## src/design/assert_macros.svh

```systemverilog
// shared assertion macros
`ifndef ASSERT_MACROS_SVH
`define ASSERT_MACROS_SVH

// condition holds on every clock outside reset
`define ASSERT_ALWAYS(label, clk, rst, expr, msg) \
   label: assert property (@(posedge clk) disable iff (rst) (expr)) else $error(msg);

// consequent holds in the same cycle as the antecedent
`define ASSERT_IMPLIES(label, clk, rst, ante, cons, msg) \
   label: assert property (@(posedge clk) disable iff (rst) (ante) |-> (cons)) else $error(msg);

// consequent holds in the cycle after the antecedent
`define ASSERT_NEXT(label, clk, rst, ante, cons, msg) \
   label: assert property (@(posedge clk) disable iff (rst) (ante) |=> (cons)) else $error(msg);

`endif

```

## src/design/cfb_pkg.sv

```systemverilog
package cfb_pkg;

   // frame layout
   localparam int unsigned FRAME_BYTES = 8;
   localparam int unsigned BODY_BYTES  = 6;
   localparam int unsigned IDX_W       = $clog2(FRAME_BYTES);

   // byte positions in the frame
   localparam logic [IDX_W-1:0] POS_ID     = 3'd0;
   localparam logic [IDX_W-1:0] POS_CMD    = 3'd1;
   localparam logic [IDX_W-1:0] POS_PARAM0 = 3'd2;
   localparam logic [IDX_W-1:0] POS_PARAM1 = 3'd3;
   localparam logic [IDX_W-1:0] POS_PARAM2 = 3'd4;
   localparam logic [IDX_W-1:0] POS_PARAM3 = 3'd5;
   localparam logic [IDX_W-1:0] POS_CRC_LO = 3'd6;
   localparam logic [IDX_W-1:0] POS_CRC_HI = 3'd7;

   // crc-16 seed
   localparam logic [15:0] CRC_INIT = 16'hFFFF;

   // command queue between front and back
   localparam int unsigned QUEUE_DEPTH = 2;
   localparam int unsigned QPTR_W      = $clog2(QUEUE_DEPTH);
   localparam int unsigned QCNT_W      = $clog2(QUEUE_DEPTH + 1);

   typedef struct packed {
      logic [7:0]  device_id;
      logic [7:0]  command_code;
      logic [31:0] command_param;
   } cmd_type;

   // one byte step of crc-16, polynomial 0x1021, msb first
   function automatic logic [15:0] crc16_byte(input logic [15:0] acc, input logic [7:0] b);
      logic [7:0]  t;
      logic [15:0] r;
      t = acc[15:8] ^ b;
      t = t ^ (t >> 4);
      r = {acc[7:0], 8'h00} ^ {t[3:0], 12'h000} ^ {3'b000, t, 5'b00000} ^ {8'h00, t};
      return r;
   endfunction

endpackage

```

## src/design/cfb_front.sv

```systemverilog
`include "assert_macros.svh"

module cfb_front (
   input  logic            clock,
   input  logic            reset,
   input  logic            req_valid,
   output logic            req_stall,
   input  cfb_pkg::cmd_type req_cmd,
   output logic            q_valid,
   output cfb_pkg::cmd_type q_cmd,
   input  logic            q_take
);
   import cfb_pkg::*;

   cmd_type             slot_ff [QUEUE_DEPTH];
   logic [QPTR_W-1:0]   wr_ptr_ff, wr_ptr_in;
   logic [QPTR_W-1:0]   rd_ptr_ff, rd_ptr_in;
   logic [QCNT_W-1:0]   count_ff, count_in;
   logic                push;
   logic                pop;

   // handshake and queue status
   assign req_stall = (count_ff == QCNT_W'(QUEUE_DEPTH));
   assign push      = req_valid && !req_stall;
   assign pop       = q_take && q_valid;
   assign q_valid   = (count_ff != '0);
   assign q_cmd     = slot_ff[rd_ptr_ff];

   // pointer and fill count update
   always_comb begin
      wr_ptr_in = wr_ptr_ff;
      rd_ptr_in = rd_ptr_ff;
      count_in  = count_ff;
      if (push) begin
         wr_ptr_in = (wr_ptr_ff == QPTR_W'(QUEUE_DEPTH - 1)) ? '0 : wr_ptr_ff + 1'b1;
      end
      if (pop) begin
         rd_ptr_in = (rd_ptr_ff == QPTR_W'(QUEUE_DEPTH - 1)) ? '0 : rd_ptr_ff + 1'b1;
      end
      if (push && !pop) begin
         count_in = count_ff + 1'b1;
      end else if (pop && !push) begin
         count_in = count_ff - 1'b1;
      end
   end

   always_ff @(posedge clock) begin
      if (reset) begin
         wr_ptr_ff <= '0;
         rd_ptr_ff <= '0;
         count_ff  <= '0;
      end else begin
         wr_ptr_ff <= wr_ptr_in;
         rd_ptr_ff <= rd_ptr_in;
         count_ff  <= count_in;
      end
   end

   // queue storage, payload only
   always_ff @(posedge clock) begin
      if (push) begin
         slot_ff[wr_ptr_ff] <= req_cmd;
      end
   end

   // checks
   `ASSERT_ALWAYS(a_count_bound, clock, reset, count_ff <= QCNT_W'(QUEUE_DEPTH), "queue overfilled")
   `ASSERT_IMPLIES(a_take_nonempty, clock, reset, q_take, q_valid, "take from empty queue")
   `ASSERT_NEXT(a_fill_stall, clock, reset, push && !pop && count_ff == QCNT_W'(QUEUE_DEPTH - 1), req_stall, "full queue not stalling")

endmodule

```

## src/design/cfb_back.sv

```systemverilog
`include "assert_macros.svh"

module cfb_back (
   input  logic             clock,
   input  logic             reset,
   input  logic             q_valid,
   input  cfb_pkg::cmd_type q_cmd,
   output logic             q_take,
   output logic             rsp_valid,
   input  logic             rsp_stall,
   output logic [7:0]       rsp_tx_byte,
   output logic             rsp_frame_last
);
   import cfb_pkg::*;

   cmd_type           cmd_ff, cmd_in;
   logic              busy_ff, busy_in;
   logic [IDX_W-1:0]  idx_ff, idx_in;
   logic [15:0]       crc_ff, crc_in;
   logic              rsp_valid_ff, rsp_valid_in;
   logic [7:0]        rsp_tx_byte_ff, rsp_tx_byte_in;
   logic              rsp_frame_last_ff, rsp_frame_last_in;
   logic              advance;
   logic              at_last;
   logic [7:0]        cur_byte;

   // output slot free and a byte to send
   assign advance = busy_ff && (!rsp_valid_ff || !rsp_stall);
   assign at_last = (idx_ff == POS_CRC_HI);
   assign q_take  = q_valid && (!busy_ff || (advance && at_last));

   // frame byte select
   always_comb begin
      unique case (idx_ff)
         POS_ID:     cur_byte = cmd_ff.device_id;
         POS_CMD:    cur_byte = cmd_ff.command_code;
         POS_PARAM0: cur_byte = cmd_ff.command_param[7:0];
         POS_PARAM1: cur_byte = cmd_ff.command_param[15:8];
         POS_PARAM2: cur_byte = cmd_ff.command_param[23:16];
         POS_PARAM3: cur_byte = cmd_ff.command_param[31:24];
         POS_CRC_LO: cur_byte = crc_ff[7:0];
         POS_CRC_HI: cur_byte = crc_ff[15:8];
         default:    cur_byte = 8'h00;
      endcase
   end

   // sequencer: one frame byte per cycle unless rsp is stalled, crc folded in as the body goes out
   always_comb begin
      cmd_in  = cmd_ff;
      busy_in = busy_ff;
      idx_in  = idx_ff;
      crc_in  = crc_ff;
      if (advance) begin
         idx_in = idx_ff + 1'b1;
         if (idx_ff < IDX_W'(BODY_BYTES)) begin
            crc_in = crc16_byte(crc_ff, cur_byte);
         end
         if (at_last) begin
            busy_in = 1'b0;
         end
      end
      if (q_take) begin
         cmd_in  = q_cmd;
         busy_in = 1'b1;
         idx_in  = '0;
         crc_in  = CRC_INIT;
      end
   end

   // output register
   always_comb begin
      rsp_tx_byte_in    = rsp_tx_byte_ff;
      rsp_frame_last_in = rsp_frame_last_ff;
      if (advance) begin
         rsp_valid_in      = 1'b1;
         rsp_tx_byte_in    = cur_byte;
         rsp_frame_last_in = at_last;
      end else begin
         rsp_valid_in = rsp_valid_ff && rsp_stall;
      end
   end

   always_ff @(posedge clock) begin
      if (reset) begin
         busy_ff      <= 1'b0;
         idx_ff       <= '0;
         rsp_valid_ff <= 1'b0;
      end else begin
         busy_ff      <= busy_in;
         idx_ff       <= idx_in;
         rsp_valid_ff <= rsp_valid_in;
      end
   end

   always_ff @(posedge clock) begin
      cmd_ff            <= cmd_in;
      crc_ff            <= crc_in;
      rsp_tx_byte_ff    <= rsp_tx_byte_in;
      rsp_frame_last_ff <= rsp_frame_last_in;
   end

   assign rsp_valid      = rsp_valid_ff;
   assign rsp_tx_byte    = rsp_tx_byte_ff;
   assign rsp_frame_last = rsp_frame_last_ff;

   // checks
   `ASSERT_IMPLIES(a_take_when_free, clock, reset, q_take, !busy_ff || (advance && at_last), "frame overrun")
   `ASSERT_NEXT(a_take_starts, clock, reset, q_take, busy_ff && idx_ff == '0 && crc_ff == CRC_INIT, "frame start lost")
   `ASSERT_NEXT(a_last_marked, clock, reset, advance && at_last, rsp_valid_ff && rsp_frame_last_ff, "last byte not marked")

endmodule

```

## src/design/command_frame_builder_crc16_unit.sv

```systemverilog
// command frame builder with crc-16
// req channel: one word per command (device id, command code, 32-bit parameter),
//   taken when req_valid is high and req_stall is low.
// rsp channel: eight words per command, one byte each: id, command, parameter
//   low byte first, then crc-16 (poly 0x1021, seed 0xffff) low byte first;
//   rsp_frame_last marks the eighth byte.
// a two-entry command queue sits between the input side and the byte sequencer,
//   so a new command is taken while the previous frame is still going out.
// when the block is idle, the first byte of a frame goes out through the queue slot,
//   the sequencer command register and then the output register.
// output rate is set by the single byte-wide output register; frames follow each
//   other with no gap.
// stall on rsp holds the current byte and the sequencer; the queue then fills
//   and req_stall rises once both entries are taken.
// reset (synchronous, active high) empties the queue and drops any frame in
//   progress; no clearing pass is needed.
module command_frame_builder_crc16_unit (
   input  logic        clock,
   input  logic        reset,
   input  logic        req_valid,
   output logic        req_stall,
   input  logic [7:0]  req_device_id,
   input  logic [7:0]  req_command_code,
   input  logic [31:0] req_command_param,
   output logic        rsp_valid,
   input  logic        rsp_stall,
   output logic [7:0]  rsp_tx_byte,
   output logic        rsp_frame_last
);
   import cfb_pkg::*;

   cmd_type req_cmd;
   cmd_type q_cmd;
   logic    q_valid;
   logic    q_take;

   // pack the command word
   assign req_cmd.device_id     = req_device_id;
   assign req_cmd.command_code  = req_command_code;
   assign req_cmd.command_param = req_command_param;

   // input side and command queue
   cfb_front u_front (
      .clock     (clock),
      .reset     (reset),
      .req_valid (req_valid),
      .req_stall (req_stall),
      .req_cmd   (req_cmd),
      .q_valid   (q_valid),
      .q_cmd     (q_cmd),
      .q_take    (q_take)
   );

   // byte sequencer with crc
   cfb_back u_back (
      .clock          (clock),
      .reset          (reset),
      .q_valid        (q_valid),
      .q_cmd          (q_cmd),
      .q_take         (q_take),
      .rsp_valid      (rsp_valid),
      .rsp_stall      (rsp_stall),
      .rsp_tx_byte    (rsp_tx_byte),
      .rsp_frame_last (rsp_frame_last)
   );

endmodule
```

## config.mk

```make
export PLATFORM = sky130hd
export DESIGN_NAME = command_frame_builder_crc16_unit
export DESIGN_NICKNAME = d
export VERILOG_FILES = /design/src/design/cfb_pkg.sv /design/src/design/cfb_front.sv /design/src/design/cfb_back.sv /design/src/design/command_frame_builder_crc16_unit.sv
export VERILOG_INCLUDE_DIRS = /design/src /design/src/design
export SDC_FILE = /design/constraint.sdc
export NUM_CORES = 1
export LEC_CHECK = 0
export BUFFER_PORTS_ARGS = -buffer_cell sky130_fd_sc_hd__buf_2
export CAP_MARGIN = 25
export CORE_ASPECT_RATIO = 1.2
export CORE_MARGIN = 2
export CORE_UTILIZATION = 60
export CTS_CLUSTER_SIZE = 8
export DETAILED_ROUTE_END_ITERATION = 12
export PLACE_DENSITY = 0.79
export SYNTH_ARGS = -nofsm -noshare
export SYNTH_HDL_FRONTEND = slang
export SYNTH_SLANG_ARGS = --single-unit
```

## constraint.sdc

```tcl
create_clock -name clock -period 7.2 [get_ports clock]
set_input_delay 1.08 -clock clock [delete_from_list [all_inputs] [get_ports clock]]
set_output_delay 1.08 -clock clock [all_outputs]
set_load 0.01 [all_outputs]
```

==> results of run 1 <==
-- stage by stage --
step | worst slack [ps] | instances | utilization (%) | hold slack (ps) | instance area (um^2)
after floorplan | 3560 | 423 | - | 464 | 6990
after global placement | 3770 | 625 | 64.9 | 484 | 7430
after detailed placement | 3710 | 625 | 64.9 | 495 | 7430
after CTS | 3680 | 657 | 69.6 | 503 | 7980
after global routing | 3370 | 657 | 69.6 | 538 | 7980
final | 3640 | 657 | 69.6 | 503 | 7980
-- layer usage --
metal,global-route usage (%),vias up,wire (um)
met5,0,-,0
met4,11.1,0,329
met3,4.78,23,459
met2,32.6,78,6000
met1,26.5,1764,5060
li1,-,1749,-
-- power by group --
| group | switching [mW] | internal [mW] | leakage (nW) |
|---|---|---|---|
| registers | 0.145 | 1.49 | 1.64 |
| logic | 0.644 | 0.469 | 0.903 |
| clock network | 0.364 | 0.473 | 0.265 |
| total | 1.15 | 2.43 | 2.81 |
-- worst max-delay path: stages (launching register included) --
cell and delay [ps]:
dfxtp_1 800, ha_1 570, or4_4 280, or2_0 580
a31oi_4 200, xnor2_1 490, xnor2_1 230, xor2_1 170
o21ai_0 90
-- state kept, by name (all words and copies together), names as in the netlist, 2 cells and up --
| register | cells |
|---|---|
| u_back.crc_ff | 16 |
| u_back.rsp_tx_byte | 8 |
| u_front.slot_ff | 96 |
| u_back.cmd_ff | 48 |
| u_back.idx_ff | 3 |
| u_front.count_ff | 2 |
-- layout by cell type (no fill, tap or decap), types with 3 or more instances in the layout --
cell type and count:
buf_4 4, nor3_1 9, xnor2_2 4, o211ai_1 9, edfxtp_1 153, clkinv_2 4, mux2_2 53, xnor2_1 13
clkinv_4 4, dfxtp_1 24, inv_1 6, nand2_1 26, a22o_1 8, a221oi_1 7, a31oi_1 3, nand3_1 5
buf_2 62, clkbuf_16 17, xor2_1 8, nor2_1 11, or3_1 4, ha_1 7, a22oi_1 4, o21ai_1 3
o21ai_0 8, a21oi_1 11
-- worst max path at each step --
stage,slack [ps],endpoint,start,cells after the start
floorplan,3560,u_front.slot_ff[0][0],req_valid,2
global placement,3770,u_back.crc_ff[14],u_back.idx_ff[2],9
detailed placement,3710,u_back.crc_ff[8],u_back.idx_ff[2],8
CTS,3680,u_back.crc_ff[8],u_back.idx_ff[2],8
global route,3370,u_back.crc_ff[14],u_back.idx_ff[2],9
finish,3640,u_back.crc_ff[8],u_back.idx_ff[2],8
-- cell families after synthesis --
kind of cell | share of synthesized area, %
xor gates and xnor gates | 4.03
adders and majority gates | 1.25
buffers and inverters | 1.84
DFF | 72.9
AOI/OAI and AO/OA | 7.25
and+or+nand+nor | 4.19
muxes | 8.54
-- cell type report --
| type | instances | area, um^2 | area share, % |
|---|---|---|---|
| clock buffers | 18 | 429 | 5.38 |
| well taps | 157 | 196 | 2.46 |
| multi-input cells | 217 | 1770 | 22.2 |
| flip-flops and latches | 178 | 5100 | 63.9 |
| clock inverters | 14 | 116 | 1.46 |
| repair buffers | 66 | 340 | 4.27 |
| inverters | 7 | 26.3 | 0.329 |
==> summary.md, run 1 <==
| Metric | Value |
|---|---|
| Max-Cap Viols | `0` |
| Fraction of registers with async set/reset | `0%` |
| Congestion Overflow GR | `0` |
| First-pass GRT wire length | `around 18000 um` |
| Mean post-synth cell area | `16.5 um^2` |
| TritonCTS buffer count | `17` |
| Initial Utilization | `roughly 60%` |
| Core Region | `11500 um^2` |
| Final Slew Violations | `0` |
| CP startpoint kind | `register` |
| Maximum VDD drop | `about 0.00021 V` |
| PD cells | `~450 nW/um^2` |
| Least-Margin Pin Slew | `909 ps` |
| CTS Buffer Depth | `2` |
| Post-Route WL | `roughly 12000 um` |
| Status | `finished, final reports clean` |
| Worst EP required | `roughly 7500 ps` |
| Port Buf Inserts | `between 60 and 70` |
| Post_cts resized | `0` |
| Ant diodes | `0` |
| Post-detail-place hpwl | `a little under 8000 um` |
| Cells after Synth | `about 420` |
| Net count of the mapped netlist | `approximately 480` |
| GRT Total Usage | `around 21%` |
| Full die area | `approximately 13000 um^2` |
| Max-slew headroom | `just under 40%` |
| DR vias/cell | `5.50` |
| Worst setup EP type | `register` |
| Area share of the largest cell type after synthesis | `around two thirds` |
| DR pass1 iterations | `4` |
| Hold_buf cts | `0` |
| Root Driver | `clkbuf_16` |
| Seq/Total Area, Yosys | `around 73%` |
| Post-synth top cells | `edfxtp_1, mux2_2, nand2_1` |
| Hold Path End | `u_back.busy_ff` |
| Filler instances | `~750` |
| Share of layout cells above drive strength 1 | `between 30% and 40%` |
| Clk slew on worst S/H paths | `around 60 ps` |
| DR DRC count | `0` |
| Post-CTS setup buffers | `0` |
| Leakage | `2.81 nW` |
| Cell Rows | `43` |
| H-tree depth | `4` |
| Fin nets | `roughly 550` |
| Clock sink count | `between 150 and 200` |
| Area grow syn2layout | `14.2%` |
| Final period util | `about half` |
| Unrepaired setup endpoints after global routing | `false` |
| Min-delay worst type | `register to register` |
| Final-report hold violation count | `0` |
| Ys flop type | `edfxtp_1` |
| Routed vias | `about 3600` |
| Setup Skew | `5.09 ps` |
| Final setup vio count | `0` |
| Synth warn | `0` |
| Synthesized area | `approximately 7000 um^2` |
| Die Ht | `approximately 120 um` |
| Hold Crit Depth | `2` |
| WP data arrival | `3830 ps` |
| Initial antenna violation count | `0` |
| Chip width | `103 um` |
| I/O pin count | `63` |
| Reg-to-reg slack, setup | `3640 ps` |
| Vias in the first global route | `about 3600` |
| Synth area leader | `edfxtp_1` |
| Most frequent cell after synthesis | `edfxtp_1` |
| ANT nets after route | `0` |
| Critical path class | `register to register` |
| Reg-to-Reg End | `u_back.crc_ff[8]` |
| Fin crit period | `3560 ps` |
| Placer Congestion | `roughly 0.85` |
| Crit Path Max Fanout | `21` |
| Iteration-0 DRC Markers | `234` |
| Synth top area cells | `edfxtp_1, mux2_2, dfxtp_1` |
| Clk_lat worst skew | `~420 ps` |
| CTS tree | `yes` |
| Yosys cell types | `roughly 40` |
| Seq cells post-synth | `between 150 and 200` |
| Max Fclk | `0.281 GHz` |
| Post-synth EDFFs | `approximately 150` |
| FF-to-FF Start | `u_back.idx_ff[2]` |
| Reg2Reg Depth | `8` |
| Hold wc startpoint | `u_back.busy_ff` |
| Final setup TNS | `0 ps` |
| Maximum number of pins on one net before global-route repair | `50` |
| DR WL/cell | `~18 um` |
| Total Power | `between 3 and 4 mW` |
(Power assumes the default switching activity.)
==> run 2, diff against run 1 <==
--- a/config.mk
+++ b/config.mk
@@ -10,10 +10,10 @@
 export CAP_MARGIN = 25
 export CORE_ASPECT_RATIO = 1.2
 export CORE_MARGIN = 2
-export CORE_UTILIZATION = 60
+export CORE_UTILIZATION = 59
 export CTS_CLUSTER_SIZE = 8
 export DETAILED_ROUTE_END_ITERATION = 12
-export PLACE_DENSITY = 0.79
+export PLACE_DENSITY = 0.78
 export SYNTH_ARGS = -nofsm -noshare
 export SYNTH_HDL_FRONTEND = slang
 export SYNTH_SLANG_ARGS = --single-unit
==> constraint.sdc (replaced) <==
create_clock -name clock -period 3.71 [get_ports clock]
set_input_delay 0.5565 -clock clock [delete_from_list [all_inputs] [get_ports clock]]
set_output_delay 0.5565 -clock clock [all_outputs]
set_load 0.01 [all_outputs]
==> summary.md, run 2 (synthesis gave the netlist of run 1 again) <==
| Metric | Value |
|---|---|
| Least-Margin Pin Slew | `789 ps (-120 ps)` |
| Post-Route WL | `12400 um (+4.4%)` |
| Filler instances | `749 (unchanged)` |
| Maximum number of pins on one net before global-route repair | `49 (-2.0%)` |
| Final period util | `86.4% (+37 points)` |
| Final Slew Violations | `0 (unchanged)` |
| Crit-path cells | `inv_1 -> ha_1 -> or4_4 -> or2_0 -> a31o_2 -> xor2_2 -> xnor2_2 -> or3_1 -> nand3_1` |
| Logic pwr share | `30.0% (-1.1 points)` |
| Fin nets | `552 (+1.1%)` |
| Status | `finished, final reports clean` |
| WP data arrival | `3570 ps (-260 ps)` |
| DR vias/cell | `5.54 (+0.66%)` |
| Full die area | `12700 um^2 (+1.6%)` |
| Min-delay worst type | `primary input to register` |
| Slowest cell on crit path | `or4_4` |
| Max-Cap Viols | `0 (unchanged)` |
| Hold_buf cts | `0 (unchanged)` |
| TritonCTS buffer count | `17 (unchanged)` |
| Max-slew headroom | `47.4% (+8.4 points)` |
| Top reg by flops | `u_front.slot_ff` |
| Ant diodes | `0 (unchanged)` |
| Total Power | `7.37 mW (+110%)` |
| Clk pwr share | `26.8% (+3.4 points)` |
| Max Fclk | `0.312 GHz (+11%)` |
| Reg2Reg Depth | `9 (+1)` |
| Final Util | `70.8% (+1.2 points)` |
| Placer Congestion | `0.857 (+0.55%)` |
| Die Ht | `123 um (+0.81%)` |
| Cell Rows | `43 (unchanged)` |
| Routed vias | `3671 (+1.6%)` |
| Setup WS pre-CTS | `526 ps (-3190 ps)` |
| Worst EP required | `4080 ps (-3390 ps)` |
| Slowest stage delay, CP | `630 ps (-170 ps)` |
| Critical path class | `register to register` |
| Worst setup EP type | `register` |
| I/O pin count | `63 (unchanged)` |
| Commonest non-fill, non-tap cell in the layout | `edfxtp_1` |
| Core Region | `11600 um^2 (+0.94%)` |
| Unrepaired setup endpoints after global routing | `false` |
| Port Buf Inserts | `62 (unchanged)` |
| Vias in the first global route | `3743 (+2.8%)` |
| Clock sink count | `178 (unchanged)` |
| Share of layout cells above drive strength 1 | `34.0% (+0.99 points)` |
| Max reg flops | `96 (unchanged)` |
| First-pass GRT wire length | `19300 um (+4.6%)` |
| Cell family with most CP delay | `simple AND/OR/NAND/NOR gates` |
| Setup Skew | `6.24 ps (+1.15 ps)` |
| Top flop regs | `u_front.slot_ff: 96 flops, u_back.cmd_ff: 48 flops, u_back.crc_ff: 16 flops` |
| NetSw | `2.26 mW (+96%)` |
| Int Power | `5.11 mW (+110%)` |
| Reg power frac | `43.2% (-2.4 points)` |
| Leakage | `2.91 nW (+3.4%)` |
| Final setup vio count | `0 (unchanged)` |
| DR pass1 iterations | `4 (unchanged)` |
| DR WL/cell | `18.7 um (+3.5%)` |
| Chip width | `103 um (+0.81%)` |
| Sw Share | `30.7% (-1.5 points)` |
| Clk slew on worst S/H paths | `70 ps (about the same)` |
| Fin crit period | `3210 ps (-355 ps)` |
| Final setup TNS | `0 ps (unchanged)` |
| Hold Crit Depth | `1 (-1)` |
| PD cells | `901 nW/um^2 (+100%)` |
| Clk_lat worst skew | `420 ps (about the same)` |
| Final cell count without fillers | `663 (+0.91%)` |
| Post_cts resized | `0 (unchanged)` |
| CP bufs+invs | `1 (+1)` |
| H-tree depth | `4 (unchanged)` |
| Final WS setup | `504 ps (-3140 ps)` |
| CP startpoint kind | `register` |
| Area grow syn2layout | `17.1%` |
| Initial Utilization | `60.4% (-0.57 points)` |
| Final-report hold violation count | `0 (unchanged)` |
| Post-CTS setup buffers | `0 (unchanged)` |
| Maximum VDD drop | `0.000514 V (+140%)` |
| Inst Count DP | `631 (+0.96%)` |
| Initial antenna violation count | `0 (unchanged)` |
| GRT Total Usage | `21.2% (+0.60 points)` |
| CTS Buffer Depth | `2 (unchanged)` |
| Root Driver | `clkbuf_16` |
| Post-detail-place hpwl | `8370 um (+5.7%)` |
| DR DRC count | `0 (unchanged)` |
| Commonest cells after routing, fill and taps aside | `edfxtp_1, buf_2, mux2_2` |
| Crit Path Max Fanout | `13 (-38%)` |
| Levels on crit path | `9 (+1)` |
| CTS tree | `yes` |
| Iteration-0 DRC Markers | `155 (-34%)` |
| Congestion Overflow GR | `0 (unchanged)` |
| ANT nets after route | `0 (unchanged)` |
## run 2: changes by cell type in the layout (fill, tap and decap cells not counted), sizes merged
cell and change:
buf +6, clkinv -5, bufinv +5
## run 2: power groups by stage
stage               combinational [mW]  clock [mW]  sequential, mW
floorplan                         1.73           0            3.12
global placement                  2.12           0            3.23
detailed placement                2.23           0            3.22
CTS                               2.24        2.00            3.18
global route                      2.44        2.06            3.23
finish                            2.22        1.98            3.18
## run 2: per-stage QoR
stage	area, um^2	hold slack [ps]
floorplan	6990	464
global placement	7480	492
detailed placement	7520	504
CTS	8190	306
global route	8190	307
finish	8190	318
## run 2: layer usage
metal  routed length, um  vias to the layer above  part of all wire, %  track usage (%)
li1                    -                     1759                    -                -
met1                5230                     1790                   42             27.3
met2                6340                      100                   51             34.4
met3                 549                       22                  4.4             4.92
met4                 259                        0                  2.1             9.46
met5                   0                        -                    0                0
## run 2: path summary, 6_finish.rpt
path / slack, ps / to / start
worst max-delay path: 500 / u_back.crc_ff[6] / u_back.idx_ff[1]
worst min-delay path: 320 / u_front.slot_ff[1][25] / req_command_param[25]
worst max register to register: 500 / u_back.crc_ff[6] / u_back.idx_ff[1]
worst min register to register: 510 / u_back.busy_ff / u_back.busy_ff
## run 2: area by class of cell
cell class                 count  area [um^2]  share of cell area, %
sequential                   178         5100                   62.2
multi-input combinational    217         1770                   21.7
timing repair buffer          72          430                   5.26
clock buffer                  18          429                   5.24
clock inverter                14          235                   2.87
tap                          157          196                   2.40
inverter                       7         26.3                  0.321
